**src/sv/ptrs_pkg.sv**
```systemverilog
// Package for the periodic timer rearm engine: payload types, codes, state
// enum and the widths shared by the top level, the divider and the channels.
// No dependencies.
package ptrs_pkg;

  localparam int TIME_WIDTH_DEF = 48;   // default internal time width
  localparam int TIME_FIELD_W   = 48;   // width of the time fields on the channels
  localparam int CNT_W          = 32;
  localparam int LAT_W          = 32;
  localparam int TOT_W          = 64;
  localparam int IV_W           = 26;   // 65535 ms * 1000 fits in 26 bits
  localparam int US_PER_MS      = 1000;
  localparam int INTERVAL_MS_RST = 1000;

  localparam int CFG_IDX_W  = 1;
  localparam int CFG_DATA_W = 16;
  localparam logic [CFG_IDX_W-1:0] REG_INTERVAL_MS  = 1'd0;
  localparam logic [CFG_IDX_W-1:0] REG_SKIP_ALIGNED = 1'd1;

  localparam logic [1:0] CMD_FIRE    = 2'd0;
  localparam logic [1:0] CMD_STATS   = 2'd1;
  localparam logic [1:0] CMD_RESTART = 2'd2;
  localparam logic [1:0] CMD_NONE    = 2'd3;   // reports like stats, clears nothing

  localparam int DIV_DVD_W          = 64;
  localparam int DIV_DSR_W          = 32;
  localparam int DIV_BITS_PER_CYCLE = 2;

  localparam logic [TOT_W-1:0] TOT_MAX = {1'b0, {(TOT_W-1){1'b1}}};
  localparam logic [TOT_W-1:0] TOT_MIN = {1'b1, {(TOT_W-1){1'b0}}};
  localparam logic [LAT_W-1:0] LAT_MAX = {1'b0, {(LAT_W-1){1'b1}}};
  localparam logic [LAT_W-1:0] LAT_MIN = {1'b1, {(LAT_W-1){1'b0}}};
  localparam logic [CNT_W-1:0] CNT_MAX = {CNT_W{1'b1}};

  typedef enum logic [3:0] {
    ST_IDLE,
    ST_LAT,
    ST_STAT,
    ST_SLOTW,
    ST_NEXT,
    ST_SKIP,
    ST_RST,
    ST_MEAN,
    ST_MEANW,
    ST_OUT
  } state_e;

  typedef struct packed {
    logic busy;
    logic done;
  } div_stat_t;

  typedef struct packed {
    logic [1:0]              command;
    logic [TIME_FIELD_W-1:0] now_us;
    logic [TIME_FIELD_W-1:0] horizon_us;
  } in_item_t;

  typedef struct packed {
    logic [TIME_FIELD_W-1:0] next_expiry_us;
    logic [CNT_W-1:0]        slots_accounted;
    logic [CNT_W-1:0]        overrun_total;
    logic signed [LAT_W-1:0] max_latency_us;
    logic signed [TOT_W-1:0] total_latency_us;
    logic [CNT_W-1:0]        latency_samples;
    logic signed [LAT_W-1:0] mean_latency_us;
  } out_item_t;

endpackage

```
**src/sv/ptrs_if.sv**
```systemverilog
// Valid/ready channels of the timer rearm engine: request in, result out.
// Depends on ptrs_pkg for the payload types.
interface ptrs_in_if;
  import ptrs_pkg::*;
  logic     valid;
  logic     ready;
  in_item_t data;
  modport source (output valid, output data, input ready);
  modport sink   (input valid, input data, output ready);
endinterface

interface ptrs_out_if;
  import ptrs_pkg::*;
  logic      valid;
  logic      ready;
  out_item_t data;
  modport source (output valid, output data, input ready);
  modport sink   (input valid, input data, output ready);
endinterface

```
**src/sv/periodic_timer_rearm_stats.sv**
```systemverilog
// Periodic timer rearm engine: expiry, latency statistics, overrun count.
// Depends on ptrs_pkg, the channel interfaces in ptrs_if and ptrs_div.
//
//  channel  dir  handshake     payload
//  in_i     in   valid/ready   command, now_us, horizon_us
//  out_o    out  valid/ready   next_expiry_us .. mean_latency_us
//  cfg      in   cfg_we_i      cfg_index_i, cfg_wdata_i
//
// Each division holds the sequencer on the shared divider, once for the slot
// count on a fire and once for the mean when there are samples.
// One request at a time; in_i.ready is high only while idle.
// A finished result waits in the output register; the next request is taken
// meanwhile and stalls only when its own result is ready to load.
// Reset: expiry = 1000000 us, statistics and overrun count cleared.
module periodic_timer_rearm_stats #(
  parameter int TIME_WIDTH = ptrs_pkg::TIME_WIDTH_DEF
) (
  input  logic                             clk_i,
  input  logic                             rst_ni,
  input  logic                             cfg_we_i,
  input  logic [ptrs_pkg::CFG_IDX_W-1:0]   cfg_index_i,
  input  logic [ptrs_pkg::CFG_DATA_W-1:0]  cfg_wdata_i,
  ptrs_in_if.sink                          in_i,
  ptrs_out_if.source                       out_o
);
  import ptrs_pkg::*;

  localparam logic [TIME_WIDTH-1:0] TMAX    = {TIME_WIDTH{1'b1}};
  localparam logic [IV_W-1:0]       IV_RST  = IV_W'(INTERVAL_MS_RST * US_PER_MS);

  state_e state_q, state_d;

  // configuration
  logic [IV_W-1:0] iv_q;
  logic            skip_q;
  logic [CFG_DATA_W-1:0] ms_eff;

  // request and statistics
  logic [1:0]              cmd_q;
  logic [TIME_WIDTH-1:0]   now_q, hz_q, exp_q;
  logic signed [LAT_W-1:0] maxlat_q;
  logic signed [TOT_W-1:0] total_q;
  logic [CNT_W-1:0]        cnt_q, ovr_q;

  // working registers
  logic signed [TOT_W-1:0] lat_q;
  logic                    hz_gt_q;
  logic [DIV_DVD_W-1:0]    slots_q;
  logic [TIME_WIDTH-1:0]   base_q, next1_q;
  logic [CNT_W-1:0]        slots_acc_q;
  logic signed [LAT_W-1:0] mean_q;

  out_item_t out_q;
  logic      out_vld_q;

  // divider hookup
  logic                 div_start;
  logic [DIV_DVD_W-1:0] div_dvd, div_quot;
  logic [DIV_DSR_W-1:0] div_dsr, div_rem;
  div_stat_t            div_stat;

  logic in_acc, out_load;

  assign in_acc    = in_i.valid && in_i.ready;
  assign in_i.ready = (state_q == ST_IDLE);
  assign out_load  = (state_q == ST_OUT) && (!out_vld_q || out_o.ready);

  // ---------------- configuration ----------------
  assign ms_eff = (cfg_wdata_i == '0) ? CFG_DATA_W'(1) : cfg_wdata_i;

  always_ff @(posedge clk_i or negedge rst_ni) begin
    if (!rst_ni) begin
      iv_q   <= IV_RST;
      skip_q <= 1'b0;
    end else if (cfg_we_i) begin
      case (cfg_index_i)
        REG_INTERVAL_MS:  iv_q   <= IV_W'(ms_eff) * IV_W'(US_PER_MS);
        REG_SKIP_ALIGNED: skip_q <= cfg_wdata_i[0];
        default: ;
      endcase
    end
  end

  // ---------------- datapath logic ----------------
  logic [TIME_WIDTH-1:0] iv_tw, add_a, add_res;
  logic [TIME_WIDTH:0]   add_sum;
  logic [TOT_W:0]        lat_diff;
  logic signed [TOT_W-1:0] lat_sat, tot_sum, tot_next, abs_in;
  logic                  tot_ovf, lat_fits;
  logic signed [LAT_W-1:0] lat32, mean_n;
  logic [CNT_W-1:0]      slots_acc;
  logic [CNT_W:0]        ovr_sum;

  assign iv_tw = TIME_WIDTH'(iv_q);

  // Shared saturating time adder: aligned base, request time or expiry plus one interval
  always_comb begin
    case (state_q)
      ST_SKIP: add_a = base_q;
      ST_RST:  add_a = now_q;
      default: add_a = exp_q;
    endcase
  end
  assign add_sum = (TIME_WIDTH+1)'(add_a) + (TIME_WIDTH+1)'(iv_tw);
  assign add_res = add_sum[TIME_WIDTH] ? TMAX : add_sum[TIME_WIDTH-1:0];

  // Latency, clamped to the signed 64-bit range
  assign lat_diff = (TOT_W+1)'(now_q) - (TOT_W+1)'(exp_q);
  assign lat_sat  = (lat_diff[TOT_W] != lat_diff[TOT_W-1]) ?
                    (lat_diff[TOT_W] ? TOT_MIN : TOT_MAX) : lat_diff[TOT_W-1:0];

  assign lat_fits = (&lat_q[TOT_W-1:LAT_W-1]) || !(|lat_q[TOT_W-1:LAT_W-1]);
  assign lat32    = lat_fits ? lat_q[LAT_W-1:0] : (lat_q[TOT_W-1] ? LAT_MIN : LAT_MAX);

  assign tot_sum  = total_q + lat_q;
  assign tot_ovf  = (total_q[TOT_W-1] == lat_q[TOT_W-1]) &&
                    (tot_sum[TOT_W-1] != lat_q[TOT_W-1]);
  assign tot_next = tot_ovf ? (lat_q[TOT_W-1] ? TOT_MIN : TOT_MAX) : tot_sum;

  assign slots_acc = skip_q ?
                     ((|slots_q[DIV_DVD_W-1:CNT_W]) ? CNT_MAX : slots_q[CNT_W-1:0]) :
                     CNT_W'(|slots_q);
  assign ovr_sum   = {1'b0, ovr_q} + {1'b0, slots_acc};

  assign abs_in = total_q[TOT_W-1] ? -total_q : total_q;

  // Mean from the magnitude quotient, sign restored and clamped to 32 bits
  always_comb begin
    if (total_q[TOT_W-1]) begin
      mean_n = (div_quot > DIV_DVD_W'(64'h8000_0000)) ? LAT_MIN : -div_quot[LAT_W-1:0];
    end else begin
      mean_n = (div_quot > DIV_DVD_W'(64'h7FFF_FFFF)) ? LAT_MAX : div_quot[LAT_W-1:0];
    end
  end

  // Divider: slot count on a fire, then the mean on every request with samples
  assign div_start = (state_q == ST_STAT) || ((state_q == ST_MEAN) && (cnt_q != '0));
  assign div_dvd   = (state_q == ST_STAT) ?
                     (hz_gt_q ? DIV_DVD_W'(hz_q - exp_q) : '0) : abs_in;
  assign div_dsr   = (state_q == ST_STAT) ? DIV_DSR_W'(iv_q) : cnt_q;

  ptrs_div u_div (
    .clk_i      (clk_i),
    .rst_ni     (rst_ni),
    .start_i    (div_start),
    .dividend_i (div_dvd),
    .divisor_i  (div_dsr),
    .stat_o     (div_stat),
    .quot_o     (div_quot),
    .rem_o      (div_rem)
  );

  // ---------------- sequencer ----------------
  always_ff @(posedge clk_i or negedge rst_ni) begin
    if (!rst_ni) begin
      state_q <= ST_IDLE;
    end else begin
      state_q <= state_d;
    end
  end

  always_comb begin
    state_d = state_q;
    case (state_q)
      ST_IDLE: begin
        if (in_acc) begin
          case (in_i.data.command)
            CMD_FIRE:    state_d = ST_LAT;
            CMD_RESTART: state_d = ST_RST;
            default:     state_d = ST_MEAN;
          endcase
        end
      end
      ST_LAT:   state_d = ST_STAT;
      ST_STAT:  state_d = ST_SLOTW;
      ST_SLOTW: if (div_stat.done) state_d = ST_NEXT;
      ST_NEXT:  state_d = ST_SKIP;
      ST_SKIP:  state_d = ST_MEAN;
      ST_RST:   state_d = ST_MEAN;
      ST_MEAN:  state_d = (cnt_q == '0) ? ST_OUT : ST_MEANW;
      ST_MEANW: if (div_stat.done) state_d = ST_OUT;
      ST_OUT:   if (out_load) state_d = ST_IDLE;
      default:  state_d = ST_IDLE;
    endcase
  end

  // ---------------- state and statistics ----------------
  always_ff @(posedge clk_i or negedge rst_ni) begin
    if (!rst_ni) begin
      exp_q    <= TIME_WIDTH'(IV_RST);
      maxlat_q <= '0;
      total_q  <= '0;
      cnt_q    <= '0;
      ovr_q    <= '0;
    end else begin
      case (state_q)
        ST_STAT: begin
          if (lat32 > maxlat_q) maxlat_q <= lat32;
          total_q <= tot_next;
          if (cnt_q != CNT_MAX) cnt_q <= cnt_q + 1'b1;
        end
        ST_SKIP: begin
          exp_q <= (skip_q && (next1_q <= hz_q)) ? add_res : next1_q;
          ovr_q <= ovr_sum[CNT_W] ? CNT_MAX : ovr_sum[CNT_W-1:0];
        end
        ST_RST: exp_q <= add_res;
        ST_OUT: begin
          // clear on a stats request once the report is loaded into the output register
          if (out_load && (cmd_q == CMD_STATS)) begin
            maxlat_q <= '0;
            total_q  <= '0;
            cnt_q    <= '0;
          end
        end
        default: ;
      endcase
    end
  end

  // ---------------- working registers ----------------
  always_ff @(posedge clk_i) begin
    if (in_acc) begin
      cmd_q       <= in_i.data.command;
      now_q       <= TIME_WIDTH'(in_i.data.now_us);
      hz_q        <= TIME_WIDTH'(in_i.data.horizon_us);
      slots_acc_q <= '0;
    end
    case (state_q)
      ST_LAT: begin
        lat_q   <= lat_sat;
        hz_gt_q <= (hz_q > exp_q);
      end
      ST_SLOTW: begin
        if (div_stat.done) begin
          slots_q <= div_quot;
          // expiry plus whole slots equals horizon less the remainder
          base_q  <= hz_gt_q ? (hz_q - TIME_WIDTH'(div_rem)) : exp_q;
        end
      end
      ST_NEXT: next1_q <= add_res;
      ST_SKIP: slots_acc_q <= slots_acc;
      ST_MEAN: if (cnt_q == '0) mean_q <= '0;
      ST_MEANW: if (div_stat.done) mean_q <= mean_n;
      default: ;
    endcase
  end

  // ---------------- output register ----------------
  always_ff @(posedge clk_i or negedge rst_ni) begin
    if (!rst_ni) begin
      out_vld_q <= 1'b0;
    end else if (out_load) begin
      out_vld_q <= 1'b1;
    end else if (out_o.ready) begin
      out_vld_q <= 1'b0;
    end
  end

  always_ff @(posedge clk_i) begin
    if (out_load) begin
      out_q.next_expiry_us   <= TIME_FIELD_W'(exp_q);
      out_q.slots_accounted  <= slots_acc_q;
      out_q.overrun_total    <= ovr_q;
      out_q.max_latency_us   <= maxlat_q;
      out_q.total_latency_us <= total_q;
      out_q.latency_samples  <= cnt_q;
      out_q.mean_latency_us  <= mean_q;
    end
  end

  assign out_o.valid = out_vld_q;
  assign out_o.data  = out_q;

  // ---------------- assertions ----------------
  a_busy_after_req: assert property (@(posedge clk_i) disable iff (!rst_ni)
    in_acc |=> !in_i.ready) else $error("request taken while busy");

  a_div_free: assert property (@(posedge clk_i) disable iff (!rst_ni)
    div_start |-> !div_stat.busy) else $error("divider restarted while busy");

  a_cnt_hold: assert property (@(posedge clk_i) disable iff (!rst_ni)
    (state_q != ST_STAT && state_q != ST_OUT) |=> $stable(cnt_q))
    else $error("sample count moved outside update or clear");

  a_exp_hold: assert property (@(posedge clk_i) disable iff (!rst_ni)
    (state_q != ST_SKIP && state_q != ST_RST) |=> $stable(exp_q))
    else $error("expiry moved outside rearm");

  a_out_from_seq: assert property (@(posedge clk_i) disable iff (!rst_ni)
    $rose(out_vld_q) |-> $past(state_q == ST_OUT))
    else $error("result shown without a finished request");

endmodule

```
**src/sv/ptrs_div.sv**
```systemverilog
// Shared unsigned restoring divider, two quotient bits per cycle.
// Depends on ptrs_pkg for widths and the status struct.
module ptrs_div (
  input  logic                             clk_i,
  input  logic                             rst_ni,
  input  logic                             start_i,
  input  logic [ptrs_pkg::DIV_DVD_W-1:0]   dividend_i,
  input  logic [ptrs_pkg::DIV_DSR_W-1:0]   divisor_i,
  output ptrs_pkg::div_stat_t              stat_o,
  output logic [ptrs_pkg::DIV_DVD_W-1:0]   quot_o,
  output logic [ptrs_pkg::DIV_DSR_W-1:0]   rem_o
);
  import ptrs_pkg::*;

  localparam int STEPS  = DIV_DVD_W / DIV_BITS_PER_CYCLE;
  localparam int STEP_W = $clog2(STEPS);

  logic [DIV_DVD_W-1:0] dvd_q, dvd_d;
  logic [DIV_DSR_W-1:0] rem_q, rem_d;
  logic [DIV_DSR_W-1:0] dsr_q;
  logic [STEP_W-1:0]    step_q;
  logic                 busy_q, done_q;

  always_comb begin
    logic [DIV_DSR_W:0] sh;
    logic               ge;
    dvd_d = dvd_q;
    rem_d = rem_q;
    for (int i = 0; i < DIV_BITS_PER_CYCLE; i++) begin
      sh    = {rem_d, dvd_d[DIV_DVD_W-1]};
      ge    = (sh >= {1'b0, dsr_q});
      rem_d = ge ? DIV_DSR_W'(sh - {1'b0, dsr_q}) : DIV_DSR_W'(sh);
      dvd_d = {dvd_d[DIV_DVD_W-2:0], ge};
    end
  end

  always_ff @(posedge clk_i or negedge rst_ni) begin
    if (!rst_ni) begin
      busy_q <= 1'b0;
      done_q <= 1'b0;
      step_q <= '0;
    end else begin
      done_q <= 1'b0;
      if (start_i) begin
        busy_q <= 1'b1;
        step_q <= '0;
      end else if (busy_q) begin
        step_q <= step_q + 1'b1;
        if (step_q == STEP_W'(STEPS - 1)) begin
          busy_q <= 1'b0;
          done_q <= 1'b1;
        end
      end
    end
  end

  // Quotient bits shift in at the bottom of the dividend register
  always_ff @(posedge clk_i) begin
    if (start_i) begin
      dvd_q <= dividend_i;
      rem_q <= '0;
      dsr_q <= divisor_i;
    end else if (busy_q) begin
      dvd_q <= dvd_d;
      rem_q <= rem_d;
    end
  end

  assign stat_o.busy = busy_q;
  assign stat_o.done = done_q;
  assign quot_o      = dvd_q;
  assign rem_o       = rem_q;

endmodule
```
**src/flat_wrapper.sv**
```systemverilog
// flat-port wrapper written by rule: the top's interface ports become plain ports
module periodic_timer_rearm_stats_flat import ptrs_pkg::*;
#(
  parameter int TIME_WIDTH = ptrs_pkg::TIME_WIDTH_DEF
)
  (clk_i, rst_ni, cfg_we_i, cfg_index_i, cfg_wdata_i, in_i_valid, in_i_data, in_i_ready, out_o_valid, out_o_data, out_o_ready);
  ptrs_in_if in_i_i ();
  ptrs_out_if out_o_i ();
  input  logic clk_i;
  input  logic rst_ni;
  input  logic cfg_we_i;
  input  logic [ptrs_pkg::CFG_IDX_W-1:0] cfg_index_i;
  input  logic [ptrs_pkg::CFG_DATA_W-1:0] cfg_wdata_i;
  input wire logic [$bits(in_i_i.valid)-1:0] in_i_valid;
  input wire logic [$bits(in_i_i.data)-1:0] in_i_data;
  output wire logic [$bits(in_i_i.ready)-1:0] in_i_ready;
  output wire logic [$bits(out_o_i.valid)-1:0] out_o_valid;
  output wire logic [$bits(out_o_i.data)-1:0] out_o_data;
  input wire logic [$bits(out_o_i.ready)-1:0] out_o_ready;
  assign in_i_i.valid = in_i_valid;
  assign in_i_i.data = in_i_data;
  assign in_i_ready = in_i_i.ready;
  assign out_o_valid = out_o_i.valid;
  assign out_o_data = out_o_i.data;
  assign out_o_i.ready = out_o_ready;
  periodic_timer_rearm_stats #(.TIME_WIDTH(TIME_WIDTH)) u_core (.clk_i(clk_i), .rst_ni(rst_ni), .cfg_we_i(cfg_we_i), .cfg_index_i(cfg_index_i), .cfg_wdata_i(cfg_wdata_i), .in_i(in_i_i), .out_o(out_o_i));
endmodule
```
**config.mk**
```make
export PLATFORM = sky130hd
export DESIGN_NAME = periodic_timer_rearm_stats_flat
export DESIGN_NICKNAME = d
export VERILOG_FILES = /design/src/sv/ptrs_pkg.sv /design/src/sv/ptrs_if.sv /design/src/sv/periodic_timer_rearm_stats.sv /design/src/sv/ptrs_div.sv /design/src/flat_wrapper.sv
export SDC_FILE = /design/constraint.sdc
export NUM_CORES = 2
export LEC_CHECK = 0
export BUFFER_PORTS_ARGS = -buffer_cell sky130_fd_sc_hd__buf_4
export CORE_MARGIN = 2
export CORE_UTILIZATION = 45
export CTS_BUF_LIST = sky130_fd_sc_hd__clkbuf_16
export CTS_CLUSTER_SIZE = 20
export DETAILED_ROUTE_END_ITERATION = 16
export PLACE_DENSITY = 0.68
export SYNTH_ARGS = -nofsm -noshare
export SYNTH_HDL_FRONTEND = slang
export SYNTH_SLANG_ARGS = --single-unit
```
**constraint.sdc**
```tcl
create_clock -name clk_i -period 24.5 [get_ports clk_i]
set_clock_uncertainty 0.1 [all_clocks]
set_input_delay 4.9 -clock clk_i [delete_from_list [all_inputs] [get_ports clk_i]]
set_output_delay 4.9 -clock clk_i [all_outputs]
set_load 0.01 [all_outputs]
```
==> impl_metrics.csv <==
group,metric,value,unit
setup_path,worst-path-buf-inv,5,
timing,slew_violations,0,
timing,maxSlewHeadroom,16.0,%
cts,cts_tree,"yes",
cts,cts_hold_buf,0,
flow_run,cap_violations,0,
timing,finalSetupTns,0,ns
setup_path,critical-path-slowest-cell,"or3_1",
power,power_switching,1.05,mW
final_layout,area_growth,13.7,%
grt,grt_pass1_wl,309000,µm
timing,whs,0.317,ns
grt,gr-total-overflow,0,
placed_design,numPortBuffers,393,
placed_design,routabilityCongestion,0.972,
synthesis,syn-num-nets,6985,
synthesis,synth_xor_xnor_area_share,5.51,%
power,p_leak,28.5,nW
grt,grt_pass1_vias,48100,
drt,wl,210000,µm
floorplanning,die_y,378,µm
synthesis,ys_async_sr_fraction,24.0,%
setup_path,crit_path_max_incr_delay,0.57,ns
synthesis,synth-compound-area-share,18.2,%
cts,cts.clk_slew.worst_paths,0.07,ns
final_layout,layout-drive-gt1-share,11.5,%
cts,cts.sinks,1016,
setup_path,cp-end-kind,"flop",
synthesis,muxShareOfSynthArea,1.60,%
setup_path,r2r_slack,17.12,ns
cts,htree_levels,3,
synthesis,synth_edf_count,740,
drt,drtIter0Drc,5609,
synthesis,ys_ff_latch,1016,
final_layout,nNetsFinal,7274,
power,combinationalPowerShare,11.1,%
synthesis,synth_fa_ha_area_share,11.0,%
grt,grt_max_degree,104,
timing,hold_violations,0,
drt,post_drt_wl_per_cell,24.4,µm
power,internal_power,3.02,mW
synthesis,netlist_instances,6349,
setup_path,cp-start-kind,"input port",
grt,track_usage,28.8,%
synthesis,synth_area,63100,µm²
synthesis,synth_area_per_cell,9.93,µm²
cts,cts_buffer_depth,3,
power,clkPwrFrac,42.4,%
cts,post_cts_resized,0,
placed_design,pre_cts_slack,13.05,ns
synthesis,synth_cell_types,105,
drt,final_antenna_net_count,0,
timing,setup_viol,0,
floorplanning,fp.dieArea,143000,µm²
final_layout,n_fill_cell,12700,
power,switching_share,25.9,%
cts,post_cts_buffers,0,
timing,tightest_slew,1.26,ns
floorplanning,num_rows,137,
timing,rsz0062_at_grt,"no",
floorplanning,initial_core_util,45.3,%
synthesis,synth-simple-area-share,13.6,%
timing,finalCriticalPeriod,10.63,ns
cts,clockRootBuffer,"clkbuf_16",
outcome,status,"completed",
floorplanning,ios,394,
setup_path,cp_data_required_time,25.07,ns
placed_design,dpl.hpwl,159000,µm
synthesis,seq_area_frac_synth,46.0,%
setup_path,crit_arrival,11.21,ns
synthesis,yosysWarnings,0,
synthesis,synth_top_family_by_area,"compound AO/OA/AOI/OAI gates",
cts,clock_latency,0.80,ns
setup_path,critPathKind,"input port to flop",
timing,fmax,94.0,MHz
power,p_seq_share,46.5,%
setup_path,cp_top_family,"adder cells",
drt,drcViolationCount,0,
cts,cts_buffers,110,
synthesis,synth_flop_cell,"edfxtp_1",
power,p_per_area,56.8,nW/µm²
hold_path,hp-class,"flop to flop",
power,vdd_drop_max,61.9,µV
drt,dr_total_vias,51200,
drt,drt_pre_antenna_iters,6,
floorplanning,coreArea,139000,µm²
floorplanning,die_w,378,µm
timing,min_period_over_period,43.4,%
timing,layout_setup_ws,13.87,ns
grt,antenna_found_initial,10,
drt,vias_per_cell,5.95,
setup_path,crit_fanout,12,
==> routing by layer <==
metal  wire length [µm]  global-route usage, %  vias to the layer above
li1                   -                      -                    23700
met1              87800                   39.7                    24800
met2              93800                   44.9                     2355
met3              19000                   4.88                      371
met4               9350                   11.8                        6
met5                 36                      0                        -
==> sequential cells by signal, indices dropped and copies added (netlist names), 2 cells and up <==
| name | cells |
|---|---|
| u_core.hz_q | 48 |
| u_core.out_o.data | 272 |
| u_core.slots_q | 64 |
| u_core.u_div.dsr_q | 32 |
| u_core.state_q | 4 |
| u_core.lat_q | 49 |
| u_core.exp_q | 48 |
| u_core.next1_q | 48 |
| u_core.mean_q | 32 |
| u_core.base_q | 48 |
| u_core.u_div.quot_o | 64 |
| u_core.now_q | 48 |
| u_core.maxlat_q | 32 |
| u_core.cmd_q | 2 |
| u_core.total_q | 64 |
| u_core.ovr_q | 32 |
| u_core.slots_acc_q | 32 |
| u_core.iv_q | 23 |
| u_core.u_div.rem_o | 32 |
| u_core.u_div.step_q | 5 |
| u_core.cnt_q | 32 |
==> cells in the mapped netlist (38+ instances only) <==
cell type / number / area (µm²)
a21o_1: 211 / 1580
a21oi_1: 479 / 2400
and2_1: 66 / 413
and3_1: 41 / 257
clkbuf_1: 220 / 826
dfrtp_1: 230 / 5760
edfxtp_1: 740 / 22200
fa_1: 60 / 1200
ha_1: 456 / 5710
inv_1: 404 / 1520
mux2i_1: 49 / 490
nand2_1: 652 / 2450
nand2b_1: 57 / 357
nand3_1: 125 / 626
nand4_1: 92 / 576
nor2_1: 402 / 1510
nor2b_1: 61 / 382
nor3_1: 123 / 616
nor4_1: 45 / 282
o211ai_1: 38 / 285
o21a_1: 108 / 811
o21ai_0: 483 / 2420
o21ai_1: 40 / 200
o21bai_1: 55 / 413
o22ai_1: 73 / 457
o31ai_1: 47 / 353
or3_1: 54 / 338
xnor2_1: 226 / 1980
xor2_1: 171 / 1500
==> final cells by class <==
cell class	instances	area, µm²	share of cell area (%)
timing repair buffer	453	3420	4.77
sequential	1016	29000	40.4
tap	1876	2350	3.27
clock inverter	100	1020	1.43
antenna	3	7.51	0.0105
clock buffer	110	2750	3.84
multi-input combinational	4651	31600	44.1
inverter	406	1520	2.13
==> power groups by stage <==
stage / clock network [mW] / logic (mW) / registers (mW)
after floorplan: 0 / 0.339 / 1.90
after global placement: 0 / 0.433 / 1.93
after detailed placement: 0 / 0.445 / 1.93
after CTS: 1.75 / 0.449 / 1.89
after global routing: 1.81 / 0.510 / 1.89
final: 1.73 / 0.452 / 1.89
==> path summary, 6_finish.rpt <==
path                                    startpoint                endpoint  depth (start not counted)
max reg2reg                u_core.u_div.quot_o[63]  u_core.u_div.rem_o[30]                         26
max                                cfg_wdata_i[14]         u_core.iv_q[24]                         26
min in group asynchronous                   rst_ni      u_core.total_q[10]                          1
min reg2reg                 u_core.slots_acc_q[14]  u_core.out_o.data[206]                          0
max in group asynchronous                   rst_ni          u_core.iv_q[5]                          3
min                         u_core.slots_acc_q[14]  u_core.out_o.data[206]                          0
==> placed cells by master (no fill, tap or decap), types with 38 or more instances in the layout <==
| master | Yosys | routed |
|---|---|---|
| nand2b_1 | 57 | 56 |
| nand3_1 | 125 | 123 |
| inv_1 | 404 | 418 |
| nand4_1 | 92 | 92 |
| buf_4 | 4 | 451 |
| edfxtp_1 | 740 | 740 |
| nor3_1 | 123 | 119 |
| nor2b_1 | 61 | 59 |
| mux2i_1 | 49 | 49 |
| ha_1 | 456 | 456 |
| o21ai_1 | 40 | 40 |
| clkbuf_16 | 0 | 110 |
| xnor2_1 | 226 | 226 |
| and3_1 | 41 | 41 |
| a21oi_1 | 479 | 477 |
| o21ai_0 | 483 | 481 |
| and2_1 | 66 | 65 |
| o22ai_1 | 73 | 73 |
| xor2_1 | 171 | 171 |
| o21a_1 | 108 | 108 |
| nand2_1 | 652 | 651 |
| dfrtp_1 | 230 | 227 |
| o31ai_1 | 47 | 47 |
| nor2_1 | 402 | 397 |
| fa_1 | 60 | 60 |
| a21o_1 | 211 | 211 |
| or3_1 | 54 | 54 |
| o21bai_1 | 55 | 55 |
| nor4_1 | 45 | 45 |
| o211ai_1 | 38 | 38 |
==> kinds of logic (layout without fill, tap and decap cells) <==
logic type,count (synthesis),after routing
compound gates,1827,1827
xor+xnor,397,397
fa+ha+maj,517,517
buf+inv,682,1069
flops,1016,1016
mux,95,95
other cells,0,3
simple gates,1815,1815
==> through the flow <==
| stage | instances | power [mW] | area (µm²) | util (%) |
|---|---|---|---|---|
| 6_report | 8615 | 4.07 | 71700 | 51.4 |
| 5_1_grt | 8612 | 4.21 | 71700 | 51.4 |
| 4_1_cts | 8612 | 4.09 | 71700 | 51.4 |
| 3_5_place_dp | 8402 | 2.37 | 67900 | 48.7 |
| 3_3_place_gp | 8402 | 2.36 | 67900 | 48.7 |
| 2_1_floorplan | 6349 | 2.24 | 63100 | - |
==> worst reg2reg max path, stage by stage, from the launching register on <==
cell and delay (ns):
edfxtp_1 0.33, buf_4 0.20, inv_1 0.07, ha_1 0.19, nand2b_1 0.14, a211o_1 0.32, a31oi_1 0.33, o211ai_1 0.21
a21o_1 0.23, a21oi_1 0.30, o21ai_4 0.09, buf_4 0.33, o21ai_0 0.45, ha_1 0.33, nor2b_1 0.15, o31ai_1 0.38
a21o_1 0.23, a21o_1 0.15, a21oi_1 0.12, o21ai_0 0.51, a211oi_1 0.25, o21ai_0 0.35, o2111ai_4 0.44, buf_4 0.43
nand2_1 0.20, nor2_1 0.05, a2111oi_0 0.32
Note: power is estimated with default switching activity, not from simulation.
